<file path="src/rtl/multi_channel_tick_timer_bank_top_macros.svh">
// Assertion macros for the tick timer bank.
`ifndef MULTI_CHANNEL_TICK_TIMER_BANK_TOP_MACROS_SVH
`define MULTI_CHANNEL_TICK_TIMER_BANK_TOP_MACROS_SVH

// Same-cycle implication, sampled on clk, off during reset.
`define MCTB_ASSERT_NOW(lbl, ante, cons, msg) \
	lbl: assert property (@(posedge clk) disable iff (!arst_n) (ante) |-> (cons)) \
		else $error(msg);

// Next-cycle implication, sampled on clk, off during reset.
`define MCTB_ASSERT_NEXT(lbl, ante, cons, msg) \
	lbl: assert property (@(posedge clk) disable iff (!arst_n) (ante) |=> (cons)) \
		else $error(msg);

`endif

</file>
<file path="src/rtl/mctb_pkg.sv">
// Types and constants shared by the tick timer bank modules.
package mctb_pkg;

	localparam int ACT_W   = 3;
	localparam int IDX_W   = 3;
	localparam int CNT_W   = 32;
	localparam int FIRED_W = 5;

	typedef enum logic [ACT_W-1:0] {
		ACT_TICK  = 3'd0,
		ACT_LOAD  = 3'd1,
		ACT_START = 3'd2,
		ACT_STOP  = 3'd3,
		ACT_DELAY = 3'd4
	} action_e;

	typedef struct packed {
		logic [ACT_W-1:0] action;
		logic [IDX_W-1:0] timer_index;
		logic [CNT_W-1:0] period_value;
		logic             timer_mode;
	} in_item_t;

	typedef struct packed {
		logic [FIRED_W-1:0] fired_mask;
		logic               delay_busy;
	} out_item_t;

	// Decoded command broadcast to every channel cell.
	typedef struct packed {
		logic             tick;
		logic             load;
		logic             start;
		logic             stop;
		logic [IDX_W-1:0] idx;
		logic [CNT_W-1:0] value;
		logic             periodic;
	} cell_cmd_t;

endpackage

</file>
<file path="src/rtl/mctb_cell.sv">
// One timer channel: period, count, mode and enable, plus its link in the fired-mask chain.
module mctb_cell #(
	parameter int IDX = 0
) (
	input  logic                         clk,
	input  logic                         arst_n,
	input  mctb_pkg::cell_cmd_t          cmd,
	input  logic [mctb_pkg::FIRED_W-1:0] mask_in,
	output logic [mctb_pkg::FIRED_W-1:0] mask_out
);

	localparam bit IDX_OK = (IDX < (1 << mctb_pkg::IDX_W));
	localparam logic [mctb_pkg::IDX_W-1:0] IDX_CODE = mctb_pkg::IDX_W'(IDX);
	localparam logic [mctb_pkg::FIRED_W-1:0] MY_BIT =
		(IDX < mctb_pkg::FIRED_W) ? (mctb_pkg::FIRED_W'(1) << IDX) : '0;

	logic [mctb_pkg::CNT_W-1:0] reload_q;
	logic [mctb_pkg::CNT_W-1:0] count_q;
	logic                       periodic_q;
	logic                       en_q;

	logic                       hit;
	logic [mctb_pkg::CNT_W-1:0] count_dec;
	logic                       fire;

	assign hit       = IDX_OK && (cmd.idx == IDX_CODE);
	assign count_dec = count_q - mctb_pkg::CNT_W'(1);
	assign fire      = cmd.tick && en_q && (count_dec == '0);
	assign mask_out  = mask_in | (fire ? MY_BIT : '0);

	always_ff @(posedge clk or negedge arst_n) begin
		if (!arst_n) begin
			reload_q   <= '0;
			count_q    <= '0;
			periodic_q <= 1'b0;
			en_q       <= 1'b0;
		end else begin
			if (cmd.tick && en_q) begin
				if (fire) begin
					if (periodic_q) begin
						count_q <= reload_q;
					end else begin
						count_q <= count_dec;
						en_q    <= 1'b0;
					end
				end else begin
					count_q <= count_dec;
				end
			end
			if (cmd.load && hit) begin
				reload_q   <= cmd.value;
				count_q    <= cmd.value;
				periodic_q <= cmd.periodic;
			end
			if (cmd.start && hit) begin
				en_q <= 1'b1;
			end
			if (cmd.stop && hit) begin
				en_q <= 1'b0;
			end
		end
	end

endmodule

</file>
<file path="src/rtl/multi_channel_tick_timer_bank_top.sv">
// Top level of the tick timer bank: command decode, channel cell row, delay counter, output register.
//
//  channel | valid     | stall     | payload
//  --------+-----------+-----------+--------------------------------------
//  in      | in_valid  | in_stall  | in_item  (action, index, value, mode)
//  out     | out_valid | out_stall | out_item (fired_mask, delay_busy)
//
// One item per cycle unless the input stalls: every channel cell and the delay
// counter update in the cycle an item is accepted; its result sits in the output
// register in the next cycle. The fired mask ripples through the cell row in the accept cycle.
// Reset clears all counters, periods, modes and enables.
// The input stalls only while a result is held and the output is stalled.
`include "multi_channel_tick_timer_bank_top_macros.svh"

module multi_channel_tick_timer_bank_top #(
	parameter int NUM_TIMERS = 5
) (
	input  logic                clk,
	input  logic                arst_n,
	input  logic                in_valid,
	output logic                in_stall,
	input  mctb_pkg::in_item_t  in_item,
	output logic                out_valid,
	input  logic                out_stall,
	output mctb_pkg::out_item_t out_item
);

	logic                         accept;
	mctb_pkg::cell_cmd_t          cmd;
	logic [mctb_pkg::FIRED_W-1:0] mask_chain [NUM_TIMERS+1];

	logic [mctb_pkg::CNT_W-1:0] delay_count_q;
	logic                       delay_en_q;
	logic                       delay_en_nxt;
	logic [mctb_pkg::CNT_W-1:0] delay_dec;
	logic                       is_delay;

	logic                out_valid_q;
	mctb_pkg::out_item_t out_item_q;

	assign in_stall = out_valid_q && out_stall;
	assign accept   = in_valid && !in_stall;

	always_comb begin
		cmd          = '0;
		cmd.idx      = in_item.timer_index;
		cmd.value    = in_item.period_value;
		cmd.periodic = in_item.timer_mode;
		is_delay     = 1'b0;
		if (accept) begin
			unique case (in_item.action)
				mctb_pkg::ACT_TICK:  cmd.tick  = 1'b1;
				mctb_pkg::ACT_LOAD:  cmd.load  = 1'b1;
				mctb_pkg::ACT_START: cmd.start = 1'b1;
				mctb_pkg::ACT_STOP:  cmd.stop  = 1'b1;
				mctb_pkg::ACT_DELAY: is_delay  = 1'b1;
				default: ;
			endcase
		end
	end

	assign mask_chain[0] = '0;

	for (genvar i = 0; i < NUM_TIMERS; i++) begin : g_cell
		mctb_cell #(
			.IDX (i)
		) u_cell (
			.clk      (clk),
			.arst_n   (arst_n),
			.cmd      (cmd),
			.mask_in  (mask_chain[i]),
			.mask_out (mask_chain[i+1])
		);
	end

	assign delay_dec = delay_count_q - mctb_pkg::CNT_W'(1);

	always_comb begin
		delay_en_nxt = delay_en_q;
		if (is_delay) begin
			delay_en_nxt = 1'b1;
		end else if (cmd.tick && delay_en_q && (delay_dec == '0)) begin
			delay_en_nxt = 1'b0;
		end
	end

	always_ff @(posedge clk or negedge arst_n) begin
		if (!arst_n) begin
			delay_count_q <= '0;
			delay_en_q    <= 1'b0;
		end else begin
			delay_en_q <= delay_en_nxt;
			if (is_delay) begin
				delay_count_q <= in_item.period_value;
			end else if (cmd.tick && delay_en_q) begin
				delay_count_q <= delay_dec;
			end
		end
	end

	always_ff @(posedge clk or negedge arst_n) begin
		if (!arst_n) begin
			out_valid_q <= 1'b0;
		end else if (accept) begin
			out_valid_q <= 1'b1;
		end else if (!out_stall) begin
			out_valid_q <= 1'b0;
		end
	end

	always_ff @(posedge clk) begin
		if (accept) begin
			out_item_q.fired_mask <= mask_chain[NUM_TIMERS];
			out_item_q.delay_busy <= delay_en_nxt;
		end
	end

	assign out_valid = out_valid_q;
	assign out_item  = out_item_q;

	`MCTB_ASSERT_NEXT(a_mask_only_on_tick, accept && (in_item.action != mctb_pkg::ACT_TICK), out_item.fired_mask == '0, "fired mask set on a non-tick item")
	`MCTB_ASSERT_NEXT(a_delay_start_busy, accept && (in_item.action == mctb_pkg::ACT_DELAY), out_item.delay_busy, "delay not busy after delay start")
	`MCTB_ASSERT_NEXT(a_accept_gives_result, accept, out_valid, "accepted item produced no result")
	`MCTB_ASSERT_NOW(a_busy_matches_state, out_valid && !accept, out_item.delay_busy == delay_en_q, "held delay_busy disagrees with delay state")

endmodule

</file>
<file path="config.mk">
export PLATFORM = sky130hd
export DESIGN_NAME = multi_channel_tick_timer_bank_top
export DESIGN_NICKNAME = d
export VERILOG_FILES = /design/src/rtl/mctb_pkg.sv /design/src/rtl/mctb_cell.sv /design/src/rtl/multi_channel_tick_timer_bank_top.sv
export VERILOG_INCLUDE_DIRS = /design/src /design/src/rtl
export SDC_FILE = /design/constraint.sdc
export NUM_CORES = 1
export LEC_CHECK = 0
export ABC_AREA = 1
export BUFFER_PORTS_ARGS = -buffer_cell sky130_fd_sc_hd__buf_4
export CORE_MARGIN = 4
export CORE_UTILIZATION = 53
export DETAILED_ROUTE_END_ITERATION = 16
export GPL_ROUTABILITY_DRIVEN = 0
export PLACE_DENSITY = 0.74
export SLEW_MARGIN = 25
export SYNTH_ARGS = -nofsm -noshare
export SYNTH_HDL_FRONTEND = slang
export SYNTH_SLANG_ARGS = --single-unit
export TNS_END_PERCENT = 1
</file>
<file path="constraint.sdc">
create_clock -name clk -period 2.2 [get_ports clk]
set_input_delay 0.44 -clock clk [delete_from_list [all_inputs] [get_ports clk]]
set_output_delay 0.44 -clock clk [all_outputs]
set_load 0.01 [all_outputs]
</file>
* Word level (Yosys, flattened, before mapping)
Index checks and enable logic that the tools add are counted.
** Storage, ports and cells
- Register bits :: 370
- Latch bits :: 0
- Bits in writable memories :: 0
- Bits in read-only memories :: 0
- Input bits :: 43
- Output and inout bits :: 8
- Logic and storage cells :: 171
- Memories kept :: 0
** Operators by class
- Add/sub/neg operators :: 6
- Multipliers :: 0
- Div/mod/pow operators :: 0
- Magnitude comparators :: 0
- Equal/unequal tests :: 14
- Shifts and indexed selects :: 0
- Multiplexer cells :: 63
- Bitwise operators :: 4
- Reduce and logical (&&, ||, !) cells :: 59
** Operators with widths (count)
- 32-bit two-way mux :: 22
- 32-bit logical NOT :: 6
- 32-bit by 1-bit subtractor with 32-bit output (second input constant) :: 6
- 1-bit two-way mux :: 36
- 3-bit nonzero test :: 10
- 1-bit logical AND :: 29
- 3-bit inequality test (second input constant) :: 5
- 5-bit OR :: 3
- 3-bit AND reduction :: 5
- 3-bit by 2-bit == test with 1-bit output (second input constant) :: 4
- 2-bit nonzero test :: 6
- 4-bit two-way mux :: 2
- 3-bit by 1-bit == test with 1-bit output (second input constant) :: 2
- 3-bit == test (second input constant) :: 2
- 3-bit logical NOT :: 2
- 5-bit two-way mux :: 1
- 1-bit by 5-bit OR with 5-bit output :: 1
- 3-bit two-way mux :: 1
- 2-bit two-way mux :: 1
- 2-bit by 1-bit inequality test with 1-bit output (second input constant) :: 1
- 1-bit logical NOT :: 1

* Longest topological paths before layout
Gate-level depths: netlist of run 1.
- Depth in word-level cells :: 11
- Mapped depth :: 18
- Gate-level depth less buffers :: 17

* By module
A second synthesis of run 1 with hierarchy kept.
** Unflattened totals
- Cell total of the unflattened synthesis :: 4110
- Area total of the unflattened synthesis :: 26529.2 um^2
** By module, submodules not included
- mctb_cell (g_cell[1].u_cell ...) :: instances 2, cells each 742, area an instance 4734.5 um^2, seq. area each 1651.6 um^2
- mctb_cell (g_cell[0].u_cell) :: instances 1, cells each 748, area an instance 4852.2 um^2, seq. area each 1651.6 um^2
- mctb_cell (g_cell[3].u_cell) :: instances 1, cells each 739, area an instance 4809.6 um^2, seq. area each 1651.6 um^2
- mctb_cell (g_cell[4].u_cell) :: instances 1, cells each 713, area an instance 4595.7 um^2, seq. area each 1651.6 um^2
- multi_channel_tick_timer_bank_top :: instances 1, cells each 426, area an instance 2802.7 um^2, seq. area each 1031.0 um^2

* Worst setup path after synthesis of run 1
Ideal clock, no wire load.
- Path type :: register to register
- Start :: reg g_cell[4].u_cell.count_q[0] in the netlist's numbering
- End :: reg g_cell[4].u_cell.count_q[1] in the netlist's numbering
- Setup time :: 0.118 ns
- Arrival :: 2.126 ns
- Required time :: 2.082 ns
- Setup slack :: -0.044 ns
- Stages on the path, launching flop included :: 15
- Buffers on the path :: 1
- Clock period less this slack :: 2.244 ns
- Cell sequence :: dfrtp_1 > inv_2 > ha_1 > nand3_2 > nor2_1 > nand3_1 > xor2_1 > nand2_1 > nor2_1 > nand2_1 > nor2_4 > buf_2 > nand4_1 > nand3_1 > nand2_1
** On the way
- Longest elaborated chain between the ends :: 6
- Elaborated cells between the ends (all ways) :: 7
- Classes of those cells :: 1 x add/sub; 4 x mux; 2 x reduce/logical
** Ends and longest elaborated chain
- start: declaration :: line mctb_cell.sv:18 : logic [mctb_pkg::CNT_W-1:0] count_q;
- start signal: assignment :: line mctb_cell.sv:41 : count_q <= reload_q;
- start signal: assignment :: line mctb_cell.sv:43 : count_q <= count_dec;
- start signal: assignment :: line mctb_cell.sv:47 : count_q <= count_dec;
- 32-bit by 1-bit subtractor with 32-bit output * :: line mctb_cell.sv:27 : assign count_dec = count_q - mctb_pkg::CNT_W'(1);
- 32-bit logical NOT :: line mctb_cell.sv:28 : assign fire = cmd.tick && en_q && (count_dec == '0);
- 1-bit logical AND :: line mctb_cell.sv:28
- 32-bit two-way mux * :: line mctb_cell.sv:39 : if (fire) begin
- 32-bit two-way mux * :: line mctb_cell.sv:38 : if (cmd.tick && en_q) begin
- 32-bit two-way mux * :: line mctb_cell.sv:50 : if (cmd.load && hit) begin
Mark *: on every way between the ends. The rest lies on a longest branch, timed or not. The select of a mux whose other input is x is not followed.
A chain may end at the register's enable or synchronous reset.

* Worst setup path after layout of run 1
- Start :: reg g_cell[1].u_cell.count_q[3] in the netlist's numbering
- End :: reg g_cell[1].u_cell.count_q[4] in the netlist's numbering
** On the way
- Longest elaborated chain between the ends :: 6
- Elaborated cells between the ends (all ways) :: 7
- Classes of those cells :: 1 x add/sub; 4 x mux; 2 x reduce/logical
** Ends and longest elaborated chain (line)
- start: declaration :: mctb_cell.sv:18
- start signal: assignment :: mctb_cell.sv:41
- start signal: assignment :: mctb_cell.sv:43
- start signal: assignment :: mctb_cell.sv:47
- 32-bit by 1-bit subtractor with 32-bit output * :: mctb_cell.sv:27
- 32-bit logical NOT :: mctb_cell.sv:28
- 1-bit logical AND :: mctb_cell.sv:28
- 32-bit two-way mux * :: mctb_cell.sv:39
- 32-bit two-way mux * :: mctb_cell.sv:38
- 32-bit two-way mux * :: mctb_cell.sv:50
Marks and branches as above.

==> results.py, run 1 <==
metrics = {
    "run_status": {
        "status": "finished, violations left",
        "violations": "negative setup slack",
    },
    "clocking": {
        "cts_sinks": 370,
        "root_buffer": "clkbuf_16",
        "clkTransAtPathRegs_ps": 60,
        "cts_max_level": 2,
        "cts-buffers-inserted": 41,
        "insertion_delay_ps": 590,
        "clockBufferDepth": 3,
        "cts_tree": "done",
    },
    "finish": {
        "diodes": 0,
        "final_cell_mix": "nand2_1 (1143), inv_1 (659), buf_4 (521)",
        "final_util_pct": 68.4,
        "final_common_cell": "nand2_1",
        "layout.nets": 4413,
        "final_layout_size_suffix_gt1_share_pct": 20.3,
        "syn2layout_area_growth_pct": 27.8,
        "instances_no_fill": 4994,
        "fin_area_um2": 31800,
    },
    "sta": {
        "drv_slew": 0,
        "skew_ps": 23.5,
        "finalHoldViolCount": 0,
        "max_freq_mhz": 388,
        "setup_viol": 171,
        "relSlewSlack_pct": 61.9,
        "worstMarginPinSlew_ps": 571,
        "period_share_pct": 117,
        "post-route-min-period_ps": 2580,
        "rsz0062_at_grt": "true",
        "finalSetupTns_ps": -38050,
        "fin_ws_ps": -380,
    },
    "floorplanning": {
        "core-area_um2": 46600,
        "io_pins": 51,
        "die-area_um2": 50600,
        "die_w_um": 225,
        "start_util_pct": 53.5,
        "rows": 79,
        "die_y_um": 225,
    },
    "worst_setup_path": {
        "cp_top_family": "simple AND/OR/NAND/NOR gates",
        "required_ps": 2670,
        "cp_slowest_cell": "dfrtp_1",
        "critical_path_class": "register to register",
        "worst-path-max-fanout": 8,
        "slowest_delay_ps": 430,
        "crit_buf_inv": 2,
        "critPathCaptureType": "register",
        "cp.arrival_ps": 3050,
        "reg2regPathDepth": 13,
        "cp-start-kind": "register",
        "path_cells": "nor2_1, nand2_2, nor2_4, nand2_4, o21ai_1, nand2_1, inv_1, nand4_1, nor2_4, clkbuf_16, nand4_1, nand3_1, nand2_1",
        "cp_num_cells": 13,
    },
    "hold_path": {
        "hold_class": "input port to register",
        "hold_depth": 3,
    },
    "power_and_ir_drop": {
        "ir_drop_v": 0.000813,
        "power_mw": 30.8,
        "pwr_density_cell_nw_per_um2": 966,
        "p_leak_nw": 16.6,
    },
    "placement": {
        "dp.cells": 4898,
        "place_area_um2": 29600,
        "hpwlAfterDp_um": 58900,
        "port_buffers": 50,
    },
    "grt": {
        "grt_overflow_total": 0,
        "grt_first_pass_wirelength_um": 132000,
        "first_global_vias": 25454,
        "grt.total_usage_pct": 32.5,
        "grt_max_degree": 57,
        "antenna_found_initial": 2,
    },
    "synth": {
        "syn-num-nets": 3924,
        "synth_area_um2": 24900,
        "synth_top_area_share_pct": 36.6,
        "yosysWarnings": 0,
        "synthCells": 3869,
        "async_flop_share_pct": 98.4,
        "synthFlopType": "dfrtp_1",
        "synth-edff-count": 6,
        "ys_ff_latch": 370,
        "synth_cell_types": 39,
        "yosysSeqAreaShare_pct": 37.3,
        "yosys.area.top_type": "dfrtp_1",
        "synth_area_leaders": "dfrtp_1 (37%), nand2_1 (18%), inv_1 (10%)",
        "syn_avg_cell_area_um2": 6.44,
    },
    "detailed_routing": {
        "num_vias": 27072,
        "drt_iter0_drc": 2659,
        "dr.pass1.iters": 8,
        "wl_per_cell_um": 16.9,
        "final_antenna_net_count": 0,
        "drt-vias-per-instance": 5.42,
        "wl_um": 84300,
        "drc": 0,
    },
    "flow_run": {
        "maxCapViolCount": 0,
    },
}
## registers in the layout, summed over array words and instances (netlist names)
| register | count |
|---|---|
| delay_count_q | 32 |
| g_cell.u_cell.periodic_q | 5 |
| delay_en_q | 1 |
| g_cell.u_cell.count_q | 160 |
| g_cell.u_cell.reload_q | 160 |
| out_item | 6 |
| out_valid | 1 |
| g_cell.u_cell.en_q | 5 |
## final timing paths
check                           slack (ps)                                       from                                         to
worst max-delay path                  -380    g_cell[1].u_cell.count_q[3]$_DFFE_PN0P_    g_cell[1].u_cell.count_q[4]$_DFFE_PN0P_
worst min-delay path                   150                                 in_item[0]    g_cell[0].u_cell.periodic_q$_DFFE_PN0P_
worst max register to register        -380    g_cell[1].u_cell.count_q[3]$_DFFE_PN0P_    g_cell[1].u_cell.count_q[4]$_DFFE_PN0P_
worst min register to register         500  g_cell[3].u_cell.reload_q[31]$_DFFE_PN0P_  g_cell[3].u_cell.reload_q[31]$_DFFE_PN0P_
max in group asynchronous             1010                                     arst_n  g_cell[3].u_cell.reload_q[26]$_DFFE_PN0P_
min in group asynchronous              410                                     arst_n  g_cell[0].u_cell.reload_q[11]$_DFFE_PN0P_
## cells by family (layout without fill, tap and decap cells)
family	count (synthesis)	after routing	share of synthesized area, %
simple gates	2206	2206	38.5
buf+inv	826	1344	13.2
compound gates	403	403	8.46
flops	370	370	37.3
xor+xnor	52	52	1.92
fa+ha+maj	12	12	0.603
## worst min-delay path, cell delays in order
cell and delay, ps:
buf_4 130, nand2_1 60, o21ai_0 60
## power breakdown
group	leakage, nW	switching (mW)	internal [mW]
sequential	4.08	1.65	8.62
clock	0.674	2.97	4.21
combinational	11.8	7.56	5.76
total	16.6	12.2	18.6
## routing by layer
layer	track usage [%]	vias to the layer above	share of wire (%)
met5	0	-	0.019
met4	15.8	4	5.7
met3	6.88	251	9.4
met2	50.0	1198	43
met1	43.9	12482	41
li1	-	13137	-
## synthesized netlist by cell type (4+ instances only)
library cell / n
a21oi_1: 4
buf_6: 15
buf_2: 35
nor2_4: 21
o21ai_0: 346
clkbuf_1: 62
nor3_1: 17
nor2_2: 31
nand4_1: 209
clkinv_1: 8
ha_1: 12
inv_1: 663
nor4_1: 8
o21ai_1: 17
inv_2: 23
buf_4: 9
buf_1: 11
edfxtp_1: 6
nand3_1: 283
dfrtp_1: 364
nor2_1: 435
nand2_2: 15
xor2_1: 47
a22oi_1: 26
nand2_1: 1173
## through the flow
step,setup slack [ps],hold slack (ps)
floorplan,2.21,144
global placement,-260,420
detailed placement,-281,422
CTS,-185,119
global route,-524,137
finish,-380,146
## area by class of cell
cell class              count  area, µm²
fillers                  3952      14700
clock inverters            15        159
repair buffers            578       4900
clock buffers              57       1220
multi-input cells        2673      12900
well taps                 607        759
flip-flops and latches    370       9290
inverters                 694       2610
## repair_timing
action	in CTS	in global routing
pin swaps	28	17
buffers inserted	10	5
endpoints found under the setup margin	172	173
resized for setup	106	92
endpoints found under the hold margin	43	0
hold buffers	1	0
gates cloned	5	3
No activity file was read; power rests on OpenSTA's default activity.
==> run 2: changes to the inputs <==
--- a/config.mk
+++ b/config.mk
@@ -12,6 +12,7 @@
 export CORE_UTILIZATION = 53
 export DETAILED_ROUTE_END_ITERATION = 16
 export GPL_ROUTABILITY_DRIVEN = 0
+export GPL_TIMING_DRIVEN = 0
 export PLACE_DENSITY = 0.74
 export SLEW_MARGIN = 25
 export SYNTH_ARGS = -nofsm -noshare
==> run 2 against run 1 <==
The flow still finishes with violations (negative setup slack). Cell area down 4.9%. Register-to-register slack about the same. Sequential power about the same. First-iteration DRC count up 12%.
==> results.py, run 2 (same netlist as run 1, synthesis figures left out) <==
metrics = {
    "floorplanning": {
        "rows": 79,
        "start_util_pct": 53.5,
        "io_pins": 51,
        "die_y_um": 225,
        "die-area_um2": 50600,
        "die_w_um": 225,
        "core-area_um2": 46600,
    },
    "clocking": {
        "cts_tree": "done",
        "insertion_delay_ps": 580,
        "clockBufferDepth": 3,
        "clkTransAtPathRegs_ps": 60,
        "cts_sinks": 370,
        "cts_max_level": 2,
        "cts-buffers-inserted": 43,
        "root_buffer": "clkbuf_16",
    },
    "worst_setup_path": {
        "cp-start-kind": "register",
        "r2r_start": "g_cell[4].u_cell.count_q[0]$_DFFE_PN0P_",
        "r2r_slack_ps": -380,
        "cp_slowest_cell": "dfrtp_1",
        "timing.rr.end": "g_cell[4].u_cell.count_q[2]$_DFFE_PN0P_",
        "cp_top_family": "simple AND/OR/NAND/NOR gates",
        "cp.arrival_ps": 3050,
        "path_cells": "inv_2, ha_4, nand3_4, nor2_4, nand2_2, buf_4, clkinv_1, nand4_1, nand2_2, nand3_4, nor2_4, buf_4, buf_6, nand4_1, nand3_1, nand2_1",
        "worst-path-max-fanout": 10,
        "critPathCaptureType": "register",
        "slowest_delay_ps": 390,
        "critical_path_class": "register to register",
        "reg2regPathDepth": 16,
        "required_ps": 2670,
        "crit_buf_inv": 5,
    },
    "hold_path": {
        "hold_class": "input port to register",
        "hold_depth": 3,
        "whs_endpoint": "g_cell[0].u_cell.periodic_q$_DFFE_PN0P_",
        "min_from": "in_item[0]",
    },
    "flow_run": {
        "maxCapViolCount": 0,
    },
    "sta": {
        "worstMarginPinSlew_ps": 906,
        "finalHoldViolCount": 0,
        "max_freq_mhz": 387,
        "drv_slew": 0,
        "period_share_pct": 117,
        "fin_ws_ps": -381,
        "holdWs_ps": 153,
        "setup_viol": 200,
        "rsz0062_at_grt": "true",
        "relSlewSlack_pct": 39.1,
        "post-route-min-period_ps": 2580,
        "skew_ps": 14.3,
    },
    "detailed_routing": {
        "dr.pass1.iters": 6,
        "num_vias": 26622,
        "drt_iter0_drc": 2966,
        "wl_per_cell_um": 18.1,
        "drt-vias-per-instance": 5.61,
        "drc": 0,
        "final_antenna_net_count": 0,
        "wl_um": 86100,
    },
    "finish": {
        "final_layout_size_suffix_gt1_share_pct": 17.0,
        "syn2layout_area_growth_pct": 21.6,
        "layout.nets": 4162,
        "final_common_cell": "nand2_1",
        "instances_no_fill": 4749,
        "top_regs": "g_cell.u_cell.count_q: 160 flops, g_cell.u_cell.reload_q: 160 flops, delay_count_q: 32 flops",
        "final_cell_mix": "nand2_1 (1106), inv_1 (647), o21ai_0 (344), dfrtp_1 (344), nor2_1 (341)",
    },
    "power_and_ir_drop": {
        "ir_drop_v": 0.000831,
        "p_leak_nw": 15.4,
        "pwr_density_cell_nw_per_um2": 983,
        "power_mw": 29.8,
    },
    "placement": {
        "hpwlAfterDp_um": 58400,
        "dp.cells": 4531,
        "port_buffers": 50,
    },
    "grt": {
        "antenna_found_initial": 3,
        "grt_max_degree": 93,
        "grt_first_pass_wirelength_um": 133000,
        "first_global_vias": 25117,
        "grt.total_usage_pct": 32.9,
        "grt_overflow_total": 0,
    },
    "run_status": {
        "violations": "negative setup slack",
        "status": "finished, violations left",
    },
}
## run 2: changes by cell type in the layout (fill, tap and decap cells not counted), moves of 17 or more
cell,delta
nand2_2,+31
nor2_2,-26
clkbuf_2,+25
dfrtp_2,+17
buf_2,+22
buf_6,+30
clkbuf_1,+30
buf_4,-345
buf_12,-29
nand2_1,-37
dfrtp_1,-17
nor2_4,+43
## run 2: where the power goes
part,switching [mW],leakage (nW),total [mW],internal [mW]
logic,7.34,10.5,11.3,3.95
clock network,3.01,0.774,8.07,5.06
registers,1.78,4.07,10.4,8.64
total,12.1,15.4,29.8,17.7
## run 2: metal layers
metal	share of wire (%)	vias up	track usage, %
met5	0	-	0
met4	6.0	0	17.9
met3	9.9	303	6.34
met2	44	1277	49.7
met1	40	12387	44.7
li1	-	12655	-
## run 2: how the worst max path moves through the flow
stage                                               endpoint                                     from  slack [ps]  depth (start not counted)
global placement     g_cell[3].u_cell.count_q[4]$_DFFE_PN0P_                                   arst_n       -2940                          1
detailed placement  g_cell[4].u_cell.count_q[26]$_DFFE_PN0P_                                out_stall       -1230                         10
finish               g_cell[4].u_cell.count_q[2]$_DFFE_PN0P_  g_cell[4].u_cell.count_q[0]$_DFFE_PN0P_        -380                         16
global route         g_cell[4].u_cell.count_q[2]$_DFFE_PN0P_  g_cell[4].u_cell.count_q[0]$_DFFE_PN0P_        -540                         17
CTS                 g_cell[4].u_cell.count_q[26]$_DFFE_PN0P_  g_cell[4].u_cell.count_q[0]$_DFFE_PN0P_        -240                         17
floorplan                              out_item[0]$_DFFE_PP_             delay_count_q[0]$_DFFE_PN0P_           2                         14
## run 2: worst reg2reg max path, cell delays in order (launching register included)
cell and delay, ps:
dfrtp_1 390, inv_2 100, ha_4 160, nand3_4 120, nor2_4 220, nand2_2 110, buf_4 150, clkinv_1 60
nand4_1 100, nand2_2 140, nand3_4 90, nor2_4 220, buf_4 160, buf_6 140, nand4_1 120, nand3_1 130
nand2_1 60
## run 2: per-stage QoR
step	TNS, ps	util, %	cell area (µm²)	setup slack, ps
2_1_floorplan	0	-	24900	2.21
3_3_place_gp	-1334090	56.0	26100	-2940
5_1_grt	-78000	65.0	30300	-537
6_report	-48330	65.1	30300	-381
3_5_place_dp	-316300	56.3	26200	-1230
4_1_cts	-37480	63.5	29600	-244
## run 2: what timing repair did
| item | 4_1_cts | 5_1_grt |
|---|---|---|
| pin swaps | 79 | 74 |
| buffers inserted | 99 | 23 |
| hold endpoints to repair | 66 | 0 |
| hold buffers | 1 | 0 |
| resized for setup | 297 | 170 |
| setup endpoints to repair | 368 | 362 |
| gates cloned | 14 | 2 |
## run 2: layout make-up
| cell class | instances | area [µm²] |
|---|---|---|
| Sequential cell | 370 | 9310 |
| Buffer | 132 | 940 |
| Tap cell | 607 | 759 |
| Clock inverter | 20 | 360 |
| Inverter | 694 | 2620 |
| Antenna cell | 5 | 12.5 |
| Fill cell | 4068 | 16300 |
| Timing Repair Buffer | 192 | 1650 |
| Clock buffer | 55 | 1210 |
| Multi-Input combinational cell | 2674 | 13400 |
